## config.mk

```make
export PLATFORM = sky130hd
export DESIGN_NAME = sliding_window_sender_unit
export DESIGN_NICKNAME = d
export VERILOG_FILES = /design/src/rtl/sws_pkg.sv /design/src/rtl/sws_store.sv /design/src/rtl/sliding_window_sender_unit.sv
export SDC_FILE = /design/constraint.sdc
export NUM_CORES = 2
export LEC_CHECK = 0
export ABC_CLOCK_PERIOD_IN_PS = 13380
export BUFFER_PORTS_ARGS = -buffer_cell sky130_fd_sc_hd__buf_2
export CAP_MARGIN = 10
export CORE_ASPECT_RATIO = 1.25
export CORE_MARGIN = 3
export CORE_UTILIZATION = 35
export DETAILED_ROUTE_END_ITERATION = 8
export MAX_ROUTING_LAYER = met4
export SYNTH_ARGS = -nofsm -noshare
export SYNTH_HDL_FRONTEND = slang
export SYNTH_HIERARCHICAL = 1
export SYNTH_MEMORY_MAX_BITS = 65536
export SYNTH_SLANG_ARGS = --single-unit
```

## constraint.sdc

```tcl
create_clock -name clk_i -period 13.38 [get_ports clk_i]
set_clock_uncertainty 0.1 [all_clocks]
set_input_delay 0 -clock clk_i [delete_from_list [all_inputs] [get_ports clk_i]]
set_output_delay 0 -clock clk_i [all_outputs]
set_load 0.01 [all_outputs]
```

## src/rtl/sws_pkg.sv

```systemverilog
`default_nettype none

package sws_pkg;

  localparam int unsigned WINDOW_MAX = 64;
  localparam int unsigned MAX_BODY   = 1456;

  localparam int unsigned SLOT_W = $clog2(WINDOW_MAX);
  localparam int unsigned CNT_W  = 7;
  localparam int unsigned WIN_W  = 7;
  localparam int unsigned LEN_W  = 11;
  localparam int unsigned WORD_W = 32;
  localparam int unsigned TMO_W  = 16;
  localparam int unsigned IDX_W  = 2;

  localparam logic [IDX_W-1:0] CFG_WINDOW_SIZE   = 2'd0;
  localparam logic [IDX_W-1:0] CFG_TIMEOUT_TICKS = 2'd1;
  localparam logic [IDX_W-1:0] CFG_HANDSHAKE_SEQ = 2'd2;

  localparam logic [WIN_W-1:0]  WINDOW_SIZE_RST   = 7'd16;
  localparam logic [TMO_W-1:0]  TIMEOUT_TICKS_RST = 16'd500;

  typedef enum logic [1:0] {
    MODE_TICK  = 2'd0,
    MODE_OFFER = 2'd1,
    MODE_ACK   = 2'd2,
    MODE_END   = 2'd3
  } mode_e;

  typedef enum logic [1:0] {
    ACT_NONE   = 2'd0,
    ACT_SEND   = 2'd1,
    ACT_REFUSE = 2'd2
  } action_e;

  typedef enum logic [1:0] {
    PKT_START = 2'd0,
    PKT_END   = 2'd1,
    PKT_DATA  = 2'd2
  } pkt_type_e;

  typedef enum logic [1:0] {
    PH_OPEN  = 2'd0,
    PH_XFER  = 2'd1,
    PH_CLOSE = 2'd2,
    PH_DONE  = 2'd3
  } phase_e;

  typedef enum logic {
    CS_IDLE = 1'b0,
    CS_EXEC = 1'b1
  } ctl_state_e;

  typedef struct packed {
    logic [LEN_W-1:0]  length;
    logic [WORD_W-1:0] checksum;
  } sws_desc_t;

  typedef struct packed {
    logic              rd_en;
    logic [SLOT_W-1:0] rd_addr;
    logic              desc_we;
    logic              time_we;
    logic [SLOT_W-1:0] wr_addr;
    sws_desc_t         wr_desc;
    logic [WORD_W-1:0] wr_time;
  } sws_mem_req_t;

  typedef struct packed {
    sws_desc_t         desc;
    logic [WORD_W-1:0] sent_time;
  } sws_mem_rsp_t;

endpackage

`default_nettype wire

```

## src/rtl/sws_store.sv

```systemverilog
`default_nettype none

module sws_store
  import sws_pkg::*;
(
  input  wire logic         clk_i,
  input  wire sws_mem_req_t req_i,
  output sws_mem_rsp_t      rsp_o
);

  sws_desc_t         desc_mem [WINDOW_MAX];
  logic [WORD_W-1:0] time_mem [WINDOW_MAX];
  sws_mem_rsp_t      rsp_q;

  always_ff @(posedge clk_i) begin
    if (req_i.desc_we) begin
      desc_mem[req_i.wr_addr] <= req_i.wr_desc;
    end
    if (req_i.time_we) begin
      time_mem[req_i.wr_addr] <= req_i.wr_time;
    end
    if (req_i.rd_en) begin
      rsp_q.desc      <= desc_mem[req_i.rd_addr];
      rsp_q.sent_time <= time_mem[req_i.rd_addr];
    end
  end

  assign rsp_o = rsp_q;

endmodule

`default_nettype wire

```

## src/rtl/sliding_window_sender_unit.sv

```systemverilog
// Sliding window sender: transmit side of a go-back-N transport with
// cumulative acks. One input transaction carries a millisecond tick, a data
// offer, a received ack or the end of the source; each one yields exactly
// one result transaction describing what to send (START, END or DATA,
// first send or resend), a refusal, or nothing, plus phase and in-flight
// count after the step.
// Both channels use valid/stall; configuration uses a plain write port
// (cfg_we_i, cfg_index_i, cfg_data_i) and must be written while idle.
// Timing: the accept cycle reads the head slot of the descriptor and
// send-time memories; in the execute state that follows, once the output
// register is free, the block computes, writes back the slot and loads the
// output register. The input stalls in the execute state, so a new
// transaction is taken only after the last one has been written back to the
// slot memories. One transaction may be accepted while a result waits;
// while the receiver stalls, it is held until the output register frees.
// Reset puts the block in the opening phase with an empty window and the
// registers at window 16, timeout 500, handshake sequence 0. The slot
// memories need no clearing: only slots inside the window are used.
`default_nettype none

module sliding_window_sender_unit
  import sws_pkg::*;
(
  input  wire logic              clk_i,
  input  wire logic              rst_ni,

  input  wire logic              cfg_we_i,
  input  wire logic [IDX_W-1:0]  cfg_index_i,
  input  wire logic [WORD_W-1:0] cfg_data_i,

  input  wire logic              in_valid_i,
  output logic                   in_stall_o,
  input  wire logic [1:0]        mode_i,
  input  wire logic [LEN_W-1:0]  offer_length_i,
  input  wire logic [WORD_W-1:0] offer_checksum_i,
  input  wire logic [WORD_W-1:0] ack_seq_i,

  output logic                   out_valid_o,
  input  wire logic              out_stall_i,
  output logic [1:0]             action_o,
  output logic [1:0]             pkt_type_o,
  output logic [WORD_W-1:0]      seq_out_o,
  output logic [LEN_W-1:0]       length_out_o,
  output logic [WORD_W-1:0]      checksum_out_o,
  output logic [SLOT_W-1:0]      slot_out_o,
  output logic                   is_resend_o,
  output logic [CNT_W-1:0]       freed_count_o,
  output logic [1:0]             phase_out_o,
  output logic [CNT_W-1:0]       in_flight_o
);

  logic [WIN_W-1:0]  window_size_q;
  logic [TMO_W-1:0]  timeout_q;
  logic [WORD_W-1:0] hs_seq_q;

  ctl_state_e state_q, state_d;
  logic       accept;
  logic       out_free;
  logic       commit;

  logic [1:0]        mode_q;
  logic [LEN_W-1:0]  len_q;
  logic [WORD_W-1:0] crc_q;
  logic [WORD_W-1:0] ack_q;

  phase_e            phase_q, phase_d;
  logic              hs_sent_q, hs_sent_d;
  logic [WORD_W-1:0] hs_time_q, hs_time_d;
  logic [WORD_W-1:0] now_q, now_d;
  logic [WORD_W-1:0] base_q, base_d;
  logic [WORD_W-1:0] next_q, next_d;
  logic [SLOT_W-1:0] head_q, head_d;
  logic [CNT_W-1:0]  wc_q, wc_d;
  logic              src_done_q, src_done_d;

  sws_mem_req_t mem_req;
  sws_mem_rsp_t mem_rsp;

  logic              res_valid_q;
  action_e           res_action_q, res_action_d;
  pkt_type_e         res_type_q, res_type_d;
  logic [WORD_W-1:0] res_seq_q, res_seq_d;
  logic [LEN_W-1:0]  res_len_q, res_len_d;
  logic [WORD_W-1:0] res_crc_q, res_crc_d;
  logic [SLOT_W-1:0] res_slot_q, res_slot_d;
  logic              res_resend_q, res_resend_d;
  logic [CNT_W-1:0]  res_freed_q, res_freed_d;
  logic [1:0]        res_phase_q;
  logic [CNT_W-1:0]  res_flight_q;

  logic [WORD_W-1:0] now_tick;
  logic [WORD_W-1:0] hs_elapsed;
  logic [WORD_W-1:0] data_elapsed;
  logic [WIN_W-1:0]  eff_win;
  logic [SLOT_W-1:0] tail_slot;
  logic [LEN_W-1:0]  len_sat;
  logic [WORD_W-1:0] ack_dist;
  logic [CNT_W-1:0]  freed;
  logic              close_now;

  // configuration
  always_ff @(posedge clk_i or negedge rst_ni) begin
    if (!rst_ni) begin
      window_size_q <= WINDOW_SIZE_RST;
      timeout_q     <= TIMEOUT_TICKS_RST;
      hs_seq_q      <= '0;
    end else if (cfg_we_i) begin
      unique case (cfg_index_i)
        CFG_WINDOW_SIZE:   window_size_q <= cfg_data_i[WIN_W-1:0];
        CFG_TIMEOUT_TICKS: timeout_q     <= cfg_data_i[TMO_W-1:0];
        CFG_HANDSHAKE_SEQ: hs_seq_q      <= cfg_data_i;
        default: ;
      endcase
    end
  end

  // sequencer
  assign out_free = !res_valid_q || !out_stall_i;

  always_comb begin
    state_d = state_q;
    unique case (state_q)
      CS_IDLE: if (in_valid_i) state_d = CS_EXEC;
      CS_EXEC: if (out_free)   state_d = CS_IDLE;
      default: state_d = CS_IDLE;
    endcase
  end

  always_comb begin
    in_stall_o = 1'b1;
    accept     = 1'b0;
    commit     = 1'b0;
    unique case (state_q)
      CS_IDLE: begin
        in_stall_o = 1'b0;
        accept     = in_valid_i;
      end
      CS_EXEC: commit = out_free;
      default: ;
    endcase
  end

  always_ff @(posedge clk_i or negedge rst_ni) begin
    if (!rst_ni) begin
      state_q <= CS_IDLE;
    end else begin
      state_q <= state_d;
    end
  end

  always_ff @(posedge clk_i) begin
    if (accept) begin
      mode_q <= mode_i;
      len_q  <= offer_length_i;
      crc_q  <= offer_checksum_i;
      ack_q  <= ack_seq_i;
    end
  end

  sws_store u_store (
    .clk_i (clk_i),
    .req_i (mem_req),
    .rsp_o (mem_rsp)
  );

  // step datapath
  assign now_tick     = now_q + 32'd1;
  assign hs_elapsed   = now_tick - hs_time_q;
  assign data_elapsed = now_tick - mem_rsp.sent_time;
  assign tail_slot    = head_q + wc_q[SLOT_W-1:0];
  assign len_sat      = (len_q > LEN_W'(MAX_BODY)) ? LEN_W'(MAX_BODY) : len_q;
  assign ack_dist     = ack_q - base_q;
  assign freed        = (ack_dist < WORD_W'(wc_q)) ? ack_dist[CNT_W-1:0] : wc_q;

  always_comb begin
    priority if (window_size_q == '0) begin
      eff_win = WIN_W'(1);
    end else if (window_size_q > WIN_W'(WINDOW_MAX)) begin
      eff_win = WIN_W'(WINDOW_MAX);
    end else begin
      eff_win = window_size_q;
    end
  end

  always_comb begin
    phase_d      = phase_q;
    hs_sent_d    = hs_sent_q;
    hs_time_d    = hs_time_q;
    now_d        = now_q;
    base_d       = base_q;
    next_d       = next_q;
    head_d       = head_q;
    wc_d         = wc_q;
    src_done_d   = src_done_q;
    close_now    = 1'b0;
    res_action_d = ACT_NONE;
    res_type_d   = PKT_START;
    res_seq_d    = '0;
    res_len_d    = '0;
    res_crc_d    = '0;
    res_slot_d   = '0;
    res_resend_d = 1'b0;
    res_freed_d  = '0;

    mem_req         = '0;
    mem_req.rd_en   = accept;
    mem_req.rd_addr = head_q;
    mem_req.wr_time = now_tick;

    unique case (mode_q)
      MODE_TICK: begin
        now_d = now_tick;
        if (phase_q == PH_OPEN || phase_q == PH_CLOSE) begin
          if (!hs_sent_q || hs_elapsed > WORD_W'(timeout_q)) begin
            res_action_d = ACT_SEND;
            res_type_d   = (phase_q == PH_OPEN) ? PKT_START : PKT_END;
            res_seq_d    = hs_seq_q;
            res_resend_d = hs_sent_q;
            hs_sent_d    = 1'b1;
            hs_time_d    = now_tick;
          end
        end else if (phase_q == PH_XFER && wc_q != '0) begin
          if (data_elapsed > WORD_W'(timeout_q)) begin
            res_action_d    = ACT_SEND;
            res_type_d      = PKT_DATA;
            res_seq_d       = base_q;
            res_len_d       = mem_rsp.desc.length;
            res_crc_d       = mem_rsp.desc.checksum;
            res_slot_d      = head_q;
            res_resend_d    = 1'b1;
            mem_req.time_we = commit;
            mem_req.wr_addr = head_q;
          end
        end
      end
      MODE_OFFER: begin
        if (phase_q == PH_XFER && !src_done_q && wc_q < CNT_W'(eff_win)) begin
          mem_req.desc_we          = commit;
          mem_req.time_we          = commit;
          mem_req.wr_addr          = tail_slot;
          mem_req.wr_desc.length   = len_sat;
          mem_req.wr_desc.checksum = crc_q;
          mem_req.wr_time          = now_q;
          res_action_d = ACT_SEND;
          res_type_d   = PKT_DATA;
          res_seq_d    = next_q;
          res_len_d    = len_sat;
          res_crc_d    = crc_q;
          res_slot_d   = tail_slot;
          next_d       = next_q + 32'd1;
          wc_d         = wc_q + CNT_W'(1);
        end else begin
          res_action_d = ACT_REFUSE;
        end
      end
      MODE_ACK: begin
        if (phase_q == PH_OPEN || phase_q == PH_CLOSE) begin
          if (hs_sent_q && ack_q == hs_seq_q) begin
            phase_d   = (phase_q == PH_OPEN) ? PH_XFER : PH_DONE;
            hs_sent_d = 1'b0;
            close_now = (phase_q == PH_OPEN);
          end
        end else if (phase_q == PH_XFER) begin
          if (ack_dist != '0 && !ack_dist[WORD_W-1]) begin
            res_freed_d = freed;
            base_d      = base_q + WORD_W'(freed);
            head_d      = head_q + freed[SLOT_W-1:0];
            wc_d        = wc_q - freed;
          end
          close_now = 1'b1;
        end
      end
      MODE_END: begin
        src_done_d = 1'b1;
        close_now  = 1'b1;
      end
      default: ;
    endcase

    if (close_now && phase_d == PH_XFER && src_done_d && wc_d == '0) begin
      phase_d   = PH_CLOSE;
      hs_sent_d = 1'b0;
    end
  end

  always_ff @(posedge clk_i or negedge rst_ni) begin
    if (!rst_ni) begin
      phase_q    <= PH_OPEN;
      hs_sent_q  <= 1'b0;
      hs_time_q  <= '0;
      now_q      <= '0;
      base_q     <= '0;
      next_q     <= '0;
      head_q     <= '0;
      wc_q       <= '0;
      src_done_q <= 1'b0;
    end else if (commit) begin
      phase_q    <= phase_d;
      hs_sent_q  <= hs_sent_d;
      hs_time_q  <= hs_time_d;
      now_q      <= now_d;
      base_q     <= base_d;
      next_q     <= next_d;
      head_q     <= head_d;
      wc_q       <= wc_d;
      src_done_q <= src_done_d;
    end
  end

  // output register
  always_ff @(posedge clk_i or negedge rst_ni) begin
    if (!rst_ni) begin
      res_valid_q <= 1'b0;
    end else if (commit) begin
      res_valid_q <= 1'b1;
    end else if (!out_stall_i) begin
      res_valid_q <= 1'b0;
    end
  end

  always_ff @(posedge clk_i) begin
    if (commit) begin
      res_action_q <= res_action_d;
      res_type_q   <= res_type_d;
      res_seq_q    <= res_seq_d;
      res_len_q    <= res_len_d;
      res_crc_q    <= res_crc_d;
      res_slot_q   <= res_slot_d;
      res_resend_q <= res_resend_d;
      res_freed_q  <= res_freed_d;
      res_phase_q  <= phase_d;
      res_flight_q <= wc_d;
    end
  end

  assign out_valid_o    = res_valid_q;
  assign action_o       = res_action_q;
  assign pkt_type_o     = res_type_q;
  assign seq_out_o      = res_seq_q;
  assign length_out_o   = res_len_q;
  assign checksum_out_o = res_crc_q;
  assign slot_out_o     = res_slot_q;
  assign is_resend_o    = res_resend_q;
  assign freed_count_o  = res_freed_q;
  assign phase_out_o    = res_phase_q;
  assign in_flight_o    = res_flight_q;

  a_window_bound: assert property (@(posedge clk_i) disable iff (!rst_ni)
    wc_q <= CNT_W'(WINDOW_MAX))
    else $error("window count above capacity");

  a_seq_span: assert property (@(posedge clk_i) disable iff (!rst_ni)
    (next_q - base_q) == WORD_W'(wc_q))
    else $error("sequence span disagrees with window count");

  a_open_empty: assert property (@(posedge clk_i) disable iff (!rst_ni)
    (phase_q == PH_OPEN || phase_q == PH_DONE) |-> (wc_q == '0))
    else $error("window not empty outside transfer");

  a_exec_done: assert property (@(posedge clk_i) disable iff (!rst_ni)
    (state_q == CS_EXEC && out_free) |=> (out_valid_o && state_q == CS_IDLE))
    else $error("finished transaction not presented");

endmodule

`default_nettype wire
```

==> summary.md <==
| Metric | Value |
|---|---|
| # port buffers | roughly 220 |
| Setup Total Neg Slack | 0 ps |
| Die Area | slightly above 600000 sq um |
| M1 GR Usage | 0.242 |
| CTS tree | yes |
| Max Slew Vio Count | 0 |
| Critical path class | reg2reg |
| Data required, critical path | ~14000 ps |
| Worst setup margin | 2720 ps |
| Crit path time final | between 10000 and 15000 ps |
| Initial core utilization | 0.351 |
| Max-Cap Viols | 0 |
| First-pass DRT Iterations | 6 |
| Relative slew slack | 0.125 |
| DRC | 0 |
| Later-pin clock latency in the skew report | between 1000 and 1500 ps |
| Delay-heaviest family, CP | simple AND/OR/NAND/NOR gates |
| Dpl ws | 2740 ps |
| Share of layout cells above drive strength 1 | 0.237 |
| Mapped Nets | ~11000 |
| Post-synthesis async set-or-reset flop share | 0.0384 |
| Core ar. | between 500000 and 600000 sq um |
| Top-count cell post-synth | edfxtp_1 |
| Crit share post-route | 0.797 |
| Die width | approximately 700 um |
| CP max FO | 28 |
| GRT overflow | 0 |
| Number of fill cells | between 50000 and 60000 |
| Post-synth EDFFs | slightly above 5000 |
| GRT met2 Usage | 0.329 |
| F_max | ~94 MHz |
| FF+latch count, synth | 5256 |
| Unrepaired setup endpoints after global routing | no |
| CP arrival | 11260 ps |
| Share of the synthesized area in the top cell type | 0.724 |
| Largest net degree at the start of global routing | approximately 120 |
| Global-route wire length before repair | 837000 um |
| Yosys top cell by area | edfxtp_1 |
| Most common flop cell mapped by yosys | edfxtp_1 |
| Leak Pwr | about 79 nW |
| CTS max path bufs | 4 |
| Mapped Avg Cell Area | just under 20 sq um |
| Post-DRT Antenna Nets | 0 |
| Max VDD drop | 0.244 mV |
| Aggregate routed wire length | 595000 um |
| P&R area growth vs syn | 15.2% |
| Mapped Cells | about 11000 |
| Synth Warn # | 6 |
| Total GRT Usage | 0.196 |
| Worst Path Buf+Inv | 5 |
| Startpoint types | flop |
| Most frequent cells after synthesis | edfxtp_1, mux4_2, nand2_1 |
| Cell repeated most along the worst path | nand3_1 |
| Vias in the first global route | ~110k |
| Met3 Usage GRT | 0.0279 |
| Via count | 109000 |
| Status | finished clean |
| CTS buffer count | approximately 550 |
| Delay of the slowest critical-path stage | ~1100 ps |
| Sequential share of the synthesized area | 0.749 |
| Synth area leaders | edfxtp_1, mux4_2, dfrtp_1, ha_1, mux2i_1 |
| Power Density | around 190 nW/um^2 |
| Sink Count | approximately 5300 |
| Most Crowded Layer GR | met2 |
| Routed vias/inst | between 5 and 6 |
| Synthesized cell area | ~210000 sq um |
| Netlist cell types | 95 |
| CP max-delay cell | nor2_4 |
| Hpwl dp | roughly 370000 um |
| 1st-iter DRT viols | approximately 13000 |
| Antenna violations before repair | 44 |
| Measured slew at the worst slew-check pin | between 1000 and 1500 ps |
| Die height | ~870 um |
| CTS root buf | clkbuf_16 |
| Final #Nets | around 12000 |
| Gpl congestion | about 0.9 |
| Ports | 220 |
| Clk pin slew, worst setup/hold paths | ~60 ps |
| Setup violations, final | 0 |
| Wire per inst | 30.2 um |
| Critical Path End Type | flop |
| Worst hold path class | in2reg |
| Fin. Hold Viols | 0 |
| H-tree depth | 6 |
| Site Rows | 317 |
| Post-cts sizing count | 0 |
placed cells by master (no fill, tap or decap), drive strengths merged, types with 153 or more instances in the layout:
cell / instances
edfxtp: 5054
mux4: 1200
clkbuf: 705
buf: 490
nand2: 393
nor2: 350
nand3: 313
inv: 275
dlygate4sd3: 250
clkinv: 208
dfrtp: 195
o21ai: 194
ha: 168
mux2i: 158
a22oi: 153
worst reg2reg max path, delay by kind of cell (launching register included):
kind	cells	cell delay [ps]
XOR/XNOR	1	230
flip-flops	1	550
adder cells (fa/ha/maj)	2	720
AND/OR/NAND/NOR	16	5700
buffers and inverters	5	1190
AO/OA/AOI/OAI	7	1810
registers in the layout, indices dropped and copies added (netlist names), 6 cells and up:
name	cells
u_store/desc_mem	2752
u_store/time_mem	2048
u_store/rsp_o	75
ack_q	32
base_q	32
checksum_out_o	32
crc_q	32
hs_seq_q	32
hs_time_q	32
next_q	32
now_q	32
seq_out_o	32
timeout_q	16
len_q	11
length_out_o	11
freed_count_o	7
in_flight_o	7
wc_q	7
window_size_q	7
head_q	6
slot_out_o	6
cells by family (layout without fill, tap and decap cells):
group / count (synthesis) / count (layout) / synth area share
XOR/XNOR: 238 / 238 / 0.00999
flip-flops: 5256 / 5256 / 0.749
adder cells (fa/ha/maj): 175 / 175 / 0.0107
buffers and inverters: 807 / 1969 / 0.0182
multiplexers: 1417 / 1417 / 0.140
AND/OR/NAND/NOR: 1616 / 1616 / 0.0380
other: 0 / 29 / 0
AO/OA/AOI/OAI: 1043 / 1043 / 0.0347
worst paths after layout:
| check | start | to | slack [ps] | depth (start not counted) |
|---|---|---|---|---|
| max in group asynchronous | rst_ni | head_q[0] | 11550 | 5 |
| max reg2reg | now_q[0] | u_store/desc_mem[6][20] | 2720 | 31 |
| max | now_q[0] | u_store/desc_mem[6][20] | 2720 | 31 |
| min in group asynchronous | rst_ni | hs_seq_q[24] | 580 | 5 |
| min reg2reg | next_q[5] | next_q[5] | 400 | 1 |
| min | ack_seq_i[4] | ack_q[4] | 110 | 3 |
power breakdown:
part           internal, mW  total (mW)  leakage [nW]  switching [mW]
logic                  4.61        13.1          20.2            8.44
clock network          8.39        14.8          8.40            6.37
registers              18.5        18.9          49.9           0.378
total                  31.6        46.7          78.5            15.2
cell type report:
| type | instances | area [sq um] | share of cell area |
|---|---|---|---|
| diodes | 29 | 72.6 | 0.000301 |
| clock buffers | 705 | 14600 | 0.0606 |
| clock inverters | 277 | 2650 | 0.0110 |
| inverters | 247 | 932 | 0.00386 |
| multi-input cells | 4489 | 50500 | 0.209 |
| flip-flops and latches | 5256 | 157000 | 0.650 |
| well taps | 7975 | 9980 | 0.0413 |
| repair buffers | 740 | 5760 | 0.0239 |
timing repair:
item | CTS | global route
hold buffers | 251 | 0
setup buffers | 0 | 0
endpoints found under the hold margin | 468 | 0
stage by stage:
step / total power, mW / hold slack, ps / area (sq um) / cells / util
2_1_floorplan: 27.0 / -396 / 209000 / 10600 / -
3_3_place_gp: 32.3 / -94.7 / 221000 / 18500 / 0.371
3_5_place_dp: 32.2 / -84.9 / 221000 / 18500 / 0.372
4_1_cts: 47.1 / 15.4 / 241000 / 19700 / 0.405
5_1_grt: 48.3 / 90.1 / 241000 / 19700 / 0.405
6_report: 46.7 / 108 / 241000 / 19700 / 0.405
metal layers:
metal / vias to the layer above / share of wire
li1: 44900 / -
met1: 58300 / 0.38
met2: 4925 / 0.51
met3: 950 / 0.072
met4: 0 / 0.044
met5: - / 0
Power figures use the tool's default switching activity.
